--- config.mk ---
export PLATFORM = sky130hd
export DESIGN_NAME = double_ended_queue_unit
export DESIGN_NICKNAME = d
export VERILOG_FILES = /design/src/hdl/deq_pkg.sv /design/src/hdl/deq_cell.sv /design/src/hdl/double_ended_queue_unit.sv
export VERILOG_INCLUDE_DIRS = /design/src /design/src/hdl
export SDC_FILE = /design/constraint.sdc
export NUM_CORES = 1
export LEC_CHECK = 0
export ABC_AREA = 1
export BUFFER_PORTS_ARGS = -buffer_cell sky130_fd_sc_hd__buf_2
export CAP_MARGIN = 20
export CELL_PAD_IN_SITES_DETAIL_PLACEMENT = 1
export CELL_PAD_IN_SITES_GLOBAL_PLACEMENT = 1
export CORE_UTILIZATION = 51
export CTS_BUF_LIST = sky130_fd_sc_hd__clkbuf_4 sky130_fd_sc_hd__clkbuf_8
export CTS_CLUSTER_DIAMETER = 50
export DETAILED_ROUTE_END_ITERATION = 8
export GPL_TIMING_DRIVEN = 1
export PLACE_DENSITY_LB_ADDON = 0.1
export SLEW_MARGIN = 25
export SYNTH_ARGS = -nofsm -noshare
export SYNTH_HDL_FRONTEND = slang
export SYNTH_SLANG_ARGS = --single-unit
--- constraint.sdc ---
create_clock -name clock -period 3.25 [get_ports clock]
set_clock_uncertainty 0.15 [all_clocks]
set_input_delay 0.4875 -clock clock [delete_from_list [all_inputs] [get_ports clock]]
set_output_delay 0.4875 -clock clock [all_outputs]
set_load 0.1 [all_outputs]
--- src/hdl/double_ended_queue_unit_macros.svh ---
// Assertion macros for the double-ended queue unit.
`ifndef DOUBLE_ENDED_QUEUE_UNIT_MACROS_SVH
`define DOUBLE_ENDED_QUEUE_UNIT_MACROS_SVH

`ifndef SYNTHESIS
// same-cycle implication, checked outside reset
`define DEQ_ASSERT_IMPL(lbl, clk, rst, ante, cons) \
   lbl: assert property (@(posedge clk) disable iff (rst) (ante) |-> (cons)) \
      else $error("deque assertion failed");
// next-cycle implication, checked outside reset
`define DEQ_ASSERT_NEXT(lbl, clk, rst, ante, cons) \
   lbl: assert property (@(posedge clk) disable iff (rst) (ante) |=> (cons)) \
      else $error("deque assertion failed");
`else
`define DEQ_ASSERT_IMPL(lbl, clk, rst, ante, cons)
`define DEQ_ASSERT_NEXT(lbl, clk, rst, ante, cons)
`endif

`endif

--- src/hdl/deq_pkg.sv ---
// Shared types and defaults for the double-ended queue unit.
`default_nettype none

package deq_pkg;

   localparam int DEPTH_DEF      = 16;
   localparam int DATA_WIDTH_DEF = 8;

   // command codes on req_cmd
   typedef enum logic [2:0] {
      CMD_PUSH_BACK  = 3'd0,
      CMD_PUSH_FRONT = 3'd1,
      CMD_POP_FRONT  = 3'd2,
      CMD_POP_BACK   = 3'd3,
      CMD_CLEAR      = 3'd4
   } cmd_type;

   // status codes on rsp_status
   typedef enum logic [1:0] {
      STAT_OK    = 2'd0,
      STAT_EMPTY = 2'd1,
      STAT_FULL  = 2'd2
   } status_type;

   // per-cycle operation broadcast to every cell of the chain
   typedef enum logic [2:0] {
      OP_HOLD       = 3'd0,
      OP_PUSH_BACK  = 3'd1,
      OP_PUSH_FRONT = 3'd2,
      OP_POP_FRONT  = 3'd3,
      OP_POP_BACK   = 3'd4,
      OP_CLEAR      = 3'd5
   } cell_op_type;

endpackage

`default_nettype wire

--- src/hdl/deq_cell.sv ---
// One cell of the deque chain: front-ordered and back-ordered copies plus occupancy.
`default_nettype none

module deq_cell #(
   parameter int DATA_WIDTH = deq_pkg::DATA_WIDTH_DEF
) (
   input  wire logic                  clock,
   input  wire logic                  reset,
   input  wire deq_pkg::cell_op_type  op,
   input  wire logic [DATA_WIDTH-1:0] push_value,
   input  wire logic [DATA_WIDTH-1:0] left_a,
   input  wire logic [DATA_WIDTH-1:0] left_b,
   input  wire logic                  left_occ,
   input  wire logic [DATA_WIDTH-1:0] right_a,
   input  wire logic [DATA_WIDTH-1:0] right_b,
   input  wire logic                  right_occ,
   output logic      [DATA_WIDTH-1:0] a_ff,
   output logic      [DATA_WIDTH-1:0] b_ff,
   output logic                       occ_ff
);

   import deq_pkg::*;

   logic [DATA_WIDTH-1:0] a_in;
   logic [DATA_WIDTH-1:0] b_in;
   logic                  occ_in;
   logic                  tail;

   // chain a holds the queue front first, chain b holds it back first;
   // tail marks the first free cell, where an end write lands
   always_comb begin
      tail   = !occ_ff && left_occ;
      a_in   = a_ff;
      b_in   = b_ff;
      occ_in = occ_ff;
      case (op)
         OP_PUSH_BACK: begin
            if (tail) a_in = push_value;
            b_in   = left_b;
            occ_in = left_occ;
         end
         OP_PUSH_FRONT: begin
            a_in   = left_a;
            if (tail) b_in = push_value;
            occ_in = left_occ;
         end
         OP_POP_FRONT: begin
            a_in   = right_a;
            occ_in = right_occ;
         end
         OP_POP_BACK: begin
            b_in   = right_b;
            occ_in = right_occ;
         end
         OP_CLEAR: begin
            occ_in = 1'b0;
         end
         default: begin
         end
      endcase
   end

   // occupancy is control state
   always_ff @(posedge clock) begin
      if (reset) begin
         occ_ff <= 1'b0;
      end else begin
         occ_ff <= occ_in;
      end
   end

   // element data, no reset
   always_ff @(posedge clock) begin
      a_ff <= a_in;
      b_ff <= b_in;
   end

endmodule

`default_nettype wire

--- src/hdl/double_ended_queue_unit.sv ---
// Bounded double-ended queue built as a chain of shifting cells.
// The result of a command is registered and is valid in the cycle after its request beat.
// Throughput: one command per cycle while rsp_ready stays high; every cell
// shifts or writes together with the command it serves, so the chain sets no limit of its own.
// A new request is taken only when no result is pending or the pending result leaves in that cycle.
// Reset (synchronous): empties the queue, clears count, status and rsp_valid.
`default_nettype none

`include "double_ended_queue_unit_macros.svh"

module double_ended_queue_unit #(
   parameter int DEPTH      = deq_pkg::DEPTH_DEF,
   parameter int DATA_WIDTH = deq_pkg::DATA_WIDTH_DEF,
   parameter int CNT_W      = $clog2(DEPTH + 1)
) (
   input  wire logic                  clock,
   input  wire logic                  reset,
   input  wire logic                  req_valid,
   output logic                       req_ready,
   input  wire logic [2:0]            req_cmd,
   input  wire logic [DATA_WIDTH-1:0] req_value,
   output logic                       rsp_valid,
   input  wire logic                  rsp_ready,
   output logic      [DATA_WIDTH-1:0] rsp_front_value,
   output logic                       rsp_front_valid,
   output logic      [DATA_WIDTH-1:0] rsp_back_value,
   output logic                       rsp_back_valid,
   output logic      [CNT_W-1:0]      rsp_count,
   output logic                       rsp_is_empty,
   output logic      [1:0]            rsp_status
);

   import deq_pkg::*;

   logic [DATA_WIDTH-1:0] a_q [DEPTH];
   logic [DATA_WIDTH-1:0] b_q [DEPTH];
   logic [DEPTH-1:0]      occ_q;

   cell_op_type           op;
   status_type            status_ff, status_in;
   logic [CNT_W-1:0]      count_ff, count_in;
   logic                  rsp_valid_ff, rsp_valid_in;
   logic                  accept;
   logic                  full;
   logic                  empty;

   assign req_ready = !rsp_valid_ff || rsp_ready;
   assign accept    = req_valid && req_ready;
   assign full      = occ_q[DEPTH-1];
   assign empty     = !occ_q[0];

   // command decode: dropped commands leave the chain alone
   always_comb begin
      op        = OP_HOLD;
      status_in = status_ff;
      count_in  = count_ff;
      if (accept) begin
         status_in = STAT_OK;
         unique case (req_cmd)
            CMD_PUSH_BACK: begin
               if (full) begin
                  status_in = STAT_FULL;
               end else begin
                  op       = OP_PUSH_BACK;
                  count_in = count_ff + CNT_W'(1);
               end
            end
            CMD_PUSH_FRONT: begin
               if (full) begin
                  status_in = STAT_FULL;
               end else begin
                  op       = OP_PUSH_FRONT;
                  count_in = count_ff + CNT_W'(1);
               end
            end
            CMD_POP_FRONT: begin
               if (empty) begin
                  status_in = STAT_EMPTY;
               end else begin
                  op       = OP_POP_FRONT;
                  count_in = count_ff - CNT_W'(1);
               end
            end
            CMD_POP_BACK: begin
               if (empty) begin
                  status_in = STAT_EMPTY;
               end else begin
                  op       = OP_POP_BACK;
                  count_in = count_ff - CNT_W'(1);
               end
            end
            CMD_CLEAR: begin
               op       = OP_CLEAR;
               count_in = '0;
            end
            default: begin
            end
         endcase
      end
   end

   // result beat handshake
   always_comb begin
      if (accept) begin
         rsp_valid_in = 1'b1;
      end else if (rsp_ready) begin
         rsp_valid_in = 1'b0;
      end else begin
         rsp_valid_in = rsp_valid_ff;
      end
   end

   always_ff @(posedge clock) begin
      if (reset) begin
         rsp_valid_ff <= 1'b0;
         count_ff     <= '0;
         status_ff    <= STAT_OK;
      end else begin
         rsp_valid_ff <= rsp_valid_in;
         count_ff     <= count_in;
         status_ff    <= status_in;
      end
   end

   // cell chain; the left end feeds the pushed value, the right end feeds nothing
   for (genvar i = 0; i < DEPTH; i++) begin : g_cell
      logic [DATA_WIDTH-1:0] la, lb, ra, rb;
      logic                  lo, ro;

      if (i == 0) begin : g_left_end
         assign la = req_value;
         assign lb = req_value;
         assign lo = 1'b1;
      end else begin : g_left_link
         assign la = a_q[i-1];
         assign lb = b_q[i-1];
         assign lo = occ_q[i-1];
      end

      if (i == DEPTH - 1) begin : g_right_end
         assign ra = a_q[i];
         assign rb = b_q[i];
         assign ro = 1'b0;
      end else begin : g_right_link
         assign ra = a_q[i+1];
         assign rb = b_q[i+1];
         assign ro = occ_q[i+1];
      end

      deq_cell #(
         .DATA_WIDTH (DATA_WIDTH)
      ) u_cell (
         .clock      (clock),
         .reset      (reset),
         .op         (op),
         .push_value (req_value),
         .left_a     (la),
         .left_b     (lb),
         .left_occ   (lo),
         .right_a    (ra),
         .right_b    (rb),
         .right_occ  (ro),
         .a_ff       (a_q[i]),
         .b_ff       (b_q[i]),
         .occ_ff     (occ_q[i])
      );
   end

   // result fields come straight from the head cells and counters
   assign rsp_valid       = rsp_valid_ff;
   assign rsp_front_value = occ_q[0] ? a_q[0] : '0;
   assign rsp_front_valid = occ_q[0];
   assign rsp_back_value  = occ_q[0] ? b_q[0] : '0;
   assign rsp_back_valid  = occ_q[0];
   assign rsp_count       = count_ff;
   assign rsp_is_empty    = !occ_q[0];
   assign rsp_status      = status_ff;

   // counter and occupancy chain must agree at both ends
   `DEQ_ASSERT_IMPL(a_empty_match, clock, reset, 1'b1, (count_ff == '0) == !occ_q[0])
   `DEQ_ASSERT_IMPL(a_full_match, clock, reset, 1'b1, (count_ff == CNT_W'(DEPTH)) == occ_q[DEPTH-1])
   // with one element, both copies hold the same value
   `DEQ_ASSERT_IMPL(a_single_same, clock, reset, count_ff == CNT_W'(1), a_q[0] == b_q[0])
   // a taken push on a non-full queue grows the count by one
   `DEQ_ASSERT_NEXT(a_push_grows, clock, reset, accept && !full && (req_cmd == CMD_PUSH_BACK || req_cmd == CMD_PUSH_FRONT), count_ff == $past(count_ff) + CNT_W'(1))

endmodule

`default_nettype wire

* After elaboration in Yosys (flattened, before gate mapping) *
Cells that the tools add are included.
W data, S select, Z words.

operators by class
  reductions and logical operators = 80
  equal/unequal tests = 43
  add/sub/neg operators = 2
  multiplexer cells = 80

operator list
  kind                   number
  $pmux W8 S3            30
  $mux W8                18
  $reduce_and A2 Y1      32
  $ne A2 B1 Y1 const B   31
  $pmux W1 S3            15
  $pmux W8 S2            2
  $logic_not A1 Y1       17
  $logic_and A1 B1 Y1    16
  $pmux W3 S5            1
  $pmux W5 S3            1
  $eq A3 B2 Y1 const B   4
  $reduce_bool A3 Y1     4
  $mux W5                2
  $eq A3 B3 Y1 const B   3
  $reduce_or A2 Y1       4
  $eq A3 B1 Y1 const B   2
  $mux W2                3
  $mux W3                2
  $ne A2 B2 Y1 const B   3
  $reduce_bool A2 Y1     3
  $add A5 B1 Y5 const B  1
  $sub A5 B1 Y5 const B  1
  $mux W1                4
  $pmux W2 S2            1
  5 further kinds        5

storage, ports and cells
  output and inout port bits = 28
  input bits = 15
  logic and storage cells = 256
  flip-flop bits (word level) = 280

* Logic depth before layout (Yosys ltp) *
  depth after elaboration = 7
  gate-level depth with buffers = 14
  gate-level depth less buffers = 11

* Hierarchy *
A second synthesis with hierarchy kept.

unflattened totals
  cell total of the unflattened synthesis = 2,009
  area, all modules = 15,533.6 µm²

by module, submodules not included
  module                   area an instance (µm²)  cells each  sequential area each (µm²)  times used
  deq_cell                 925.9                   118         500.5                       16
  double_ended_queue_unit  719.4                   121         160.2                       1

* Least setup slack after synthesis *
Ideal clock, no wire load.

  path type = reg2reg
  start = register rsp_valid_ff (netlist: rsp_valid)
  end = register g_cell[1].u_cell.a_ff[0] (enable)
  data required time = 2,713 ps
  stages on the path, launching flop included = 9
  arrival time = 3,161 ps
  path slack = -448 ps
  path buffers = 2
  period minus slack after synthesis = 3,698 ps
  setup time = 387 ps
  cell sequence = dfxtp_1 -> nand2_2 -> nand2_1 -> inv_2 -> buf_6 -> nand2_2 -> nand3_2 -> buf_2 -> o31ai_1

on the way
  cells in the longest elaborated chain, start to end = 7
  elaborated cells between the ends (all ways) = 10
  classes of those cells = eq/ne (4); mux (1); reduce/logical (5)

RTL lines
  element                                                                     RTL line                        source
  start, declared                                                             double_ended_queue_unit.sv:42   logic rsp_valid_ff, rsp_valid_in;
  start signal, assigned                                                      double_ended_queue_unit.sv:119  rsp_valid_ff <= rsp_valid_in;
  $logic_not A1 Y1 (*)                                                        double_ended_queue_unit.sv:47   assign req_ready = !rsp_valid_ff || rsp_ready;
  $logic_or A1 B1 Y1 (*)                                                      double_ended_queue_unit.sv:47
  net req_ready                                                               double_ended_queue_unit.sv:19   output logic req_ready,
  $logic_and A1 B1 Y1 (*)                                                     double_ended_queue_unit.sv:48   assign accept = req_valid && req_ready;
  $mux W3 (*)                                                                 double_ended_queue_unit.sv:57   if (accept) begin
  $eq A3 B1 Y1 / $eq A3 B2 Y1 (equally long branches)                         deq_cell.sv:36                  case (op)
  $ne A2 B1 Y1 (no source line) / $reduce_bool A3 Y1 (equally long branches)  n/a
  $reduce_and A2 Y1 (no source line) (*)                                      n/a
  end signal, assigned                                                        deq_cell.sv:74                  a_ff <= a_in;
  end, declared                                                               deq_cell.sv:17                  output logic [DATA_WIDTH-1:0] a_ff,

The timed path passes the listed nets; every way through them passes the cells marked *.
A chain may end at the register's enable or synchronous reset.

* Worst setup path after layout *
  start = register g_cell[0].u_cell.occ_ff
  end = output port rsp_front_value[7]

on the way
  cells in the longest elaborated chain, start to end = 1

RTL lines
  element                 RTL line                        source
  start, declared         deq_cell.sv:19                  output logic occ_ff
  start signal, assigned  deq_cell.sv:68                  occ_ff <= occ_in;
  $mux W8                 double_ended_queue_unit.sv:171  assign rsp_front_value = occ_q[0] ? a_q[0] : '0;
  end, declared           double_ended_queue_unit.sv:24   output logic [DATA_WIDTH-1:0] rsp_front_value,

Every way passes these cells.

==> reports/results.ini <==
[worst_setup_path]
worstSetupPathType=reg -> out
end_kind=output port
start_kind=flop
worstPathArrival_ps=2030
endpoint=rsp_front_value[7]
path_cells=buf_4 -> nand2_1 -> inv_1 -> buf_2
required_ps=2610
crit_cells=4
rr_worst_depth=8
startpoint=g_cell[0].u_cell.occ_ff$_SDFFE_PP0P_
r2r-end=g_cell[1].u_cell.b_ff[1]$_DFFE_PP_
cpPeakStageDelay_ps=470
r2r_slack_ps=700
cpMaxStageDelayCell=dfxtp_1
crit_family=buffers and inverters
critPathBufInv=3
r2r-start=g_cell[0].u_cell.occ_ff$_SDFFE_PP0P_
cp_max_fo=20

[synthesis]
synth_area_sq_um=13160
yosys.area.top_type=edfxtp_1
syn_area_per_cell_sq_um=9.423
synth_fa_ha_area_share_pct=0.4375
synth-compound-area-share_pct=3.595
syn_inst=1396
synth_top_family_by_area=simple AND/OR/NAND/NOR gates
synth_commonest_cells=nand2_1, nand3_1, edfxtp_1, inv_1, buf_2
synth-xor-area-share_pct=0.1997
ys_seq_area_share_pct=62.09
netlist.area_leader.share_pct=58.44
synth-edff-count=256
yosysUniqueCellTypes=31
ys_async_sr_fraction_pct=0
yosys.area_share.simple_pct=27.84
synth_mux_area_share_pct=0
synthFlopType=edfxtp_1
synth_area_leaders=edfxtp_1, nand2_1, nand3_1
synth_seq_cells=280
synth_nets=1415
yosysWarnings=0
synth.most_common_cell=nand2_1

[grt]
grt_pass1_wl_microns=55260
grt_pass1_vias=10490
grtUsageMet1_pct=37.76
grt_max_degree=128
overflow=0
gr-usage-met3_pct=3.667
grt_busiest_layer=met2
antenna_found_initial=0
track_usage_pct=26.75
use_met2_pct=43.24

[power_and_ir_drop]
finalPower_uw=8362
p_leak_uw=0.005893
p_per_area_nw_per_um2=571.3
ir_drop_mv=0.3445

[cts]
clock_sinks=280
clock_latency_ps=560
cts_resized=0
htreeDepth=2
clockRootBuffer=clkbuf_8
cts_made_buffers=48
cts_tree=built
clk_path_buf_depth=3
postCtsHoldBufs=0
path_clk_slew_ps=60
cts_setup_buffers=0

[sta]
rsz0062_at_grt=false
worst_pin_slew_ps=856.6
drv_slew=0
hold_ws_ps=83.35
period_needed_ps=2665
setup_viol=0
period_share_pct=81.99
clock.fmax_mhz=375.3
max_slew_margin_pct=42.90
hold_violations=0

[placed_design]
detailed_place_hpwl_microns=22740
dp_cells=1729
gp_congestion=0.7861
portBuffers=42

[drt]
drt_iter0_markers=952
antenna_left=0
drc_errors=0
wl_per_cell_microns=18.93
finalWirelength_microns=34390
vias=10260
dr.pass1.iters=7
viasPerCell=5.647

[final_layout]
nets=1468
drive_gt1_share_pct=12.98
syn_to_final_growth_pct=11.26
final_cells=1817
nFillCells=2917
n_antenna_cell=0

[floorplanning]
fp-row-count=58
io_pins=43
die_height_microns=162.6
initial_utilization_pct=52.09
core_sq_um=25250
die_w_microns=162.6
die-area_sq_um=26440

[hold_path]
holdCritPathClass=in -> reg
worstHoldStart=rsp_ready

[run_status]
status=complete, no violations

[job]
cap_viol_max_count=0

worst reg2reg max path: cells and delay by family, from the launching register on:
kind / cells / cell delay (ps)
buf+inv: 2 / 480
flops: 1 / 470
simple gates: 6 / 1170
logic make-up (layout without fill, tap and decap cells):
kind of cell | Yosys count | in the layout
flops | 280 | 280
xor+xnor | 3 | 3
compound gates | 85 | 85
fa+ha+maj | 4 | 4
simple gates | 870 | 870
buf+inv | 154 | 245
how the worst min path moves through the flow:
| stage | end | cells after the start |
|---|---|---|
| 3_5_place_dp | rsp_count[2]$_SDFFE_PP0P_ | 2 |
| 5_1_grt | rsp_valid$_SDFFE_PP0P_ | 4 |
| 6_report | rsp_valid$_SDFFE_PP0P_ | 4 |
| 4_1_cts | rsp_valid$_SDFFE_PP0P_ | 4 |
| 2_1_floorplan | g_cell[15].u_cell.occ_ff$_SDFFE_PP0P_ | 2 |
| 3_3_place_gp | rsp_count[2]$_SDFFE_PP0P_ | 2 |
power by group:
group | internal, uW | leakage, uW | switching, uW
logic | 224 | 0.00283 | 624
registers | 4200 | 0.00255 | 119
clock network | 1770 | 0.000514 | 1430
total | 6190 | 0.00589 | 2170
final cells by class:
| cell class | count | area, sq um | share of cell area, % |
|---|---|---|---|
| multi-input cells | 962 | 4219 | 28.83 |
| clock buffers | 73 | 860.8 | 5.881 |
| repair buffers | 90 | 624.3 | 4.266 |
| inverters | 67 | 257.7 | 1.761 |
| well taps | 330 | 412.9 | 2.821 |
| clock inverters | 15 | 92.59 | 0.6326 |
| flip-flops and latches | 280 | 8169 | 55.81 |
registers in the layout (all words and copies together), names as in the netlist:
| signal | cells |
|---|---|
| g_cell.u_cell.b_ff | 128 |
| rsp_count | 5 |
| g_cell.u_cell.occ_ff | 16 |
| g_cell.u_cell.a_ff | 128 |
| rsp_status | 2 |
| rsp_valid | 1 |
layout by cell type (no fill, tap or decap), types with 3 or more instances in the layout:
master      n
dfxtp_1    23
nand2_2     5
buf_12      4
inv_1      59
inv_2       4
clkinv_1    9
o21ai_0    29
a211oi_1    3
clkbuf_4   23
buf_2      42
o31ai_1    14
clkbuf_8   50
a21oi_1    37
buf_4      43
nor2_1     25
clkinv_2    7
ha_1        3
nand3_2     3
edfxtp_1  256
nand3_1   257
xor2_1      3
nand2_1   570
metrics by stage:
stage	setup TNS [ps]	setup WS, ps	utilization, %	instance area, sq um
global route	0	519.8	57.96	14640
CTS	0	547.3	57.94	14630
detailed placement	0	405.0	54.17	13680
floorplan	-1462	-20.35	-	13160
global placement	0	544.6	54.17	13680
finish	0	585.4	57.96	14640
per-layer routing:
layer	part of all wire [%]	wire (microns)
met1	46	15780
met3	4.8	1668
met2	47	16270
met4	2.0	671
met5	0	0
(Power assumes the default switching activity.)
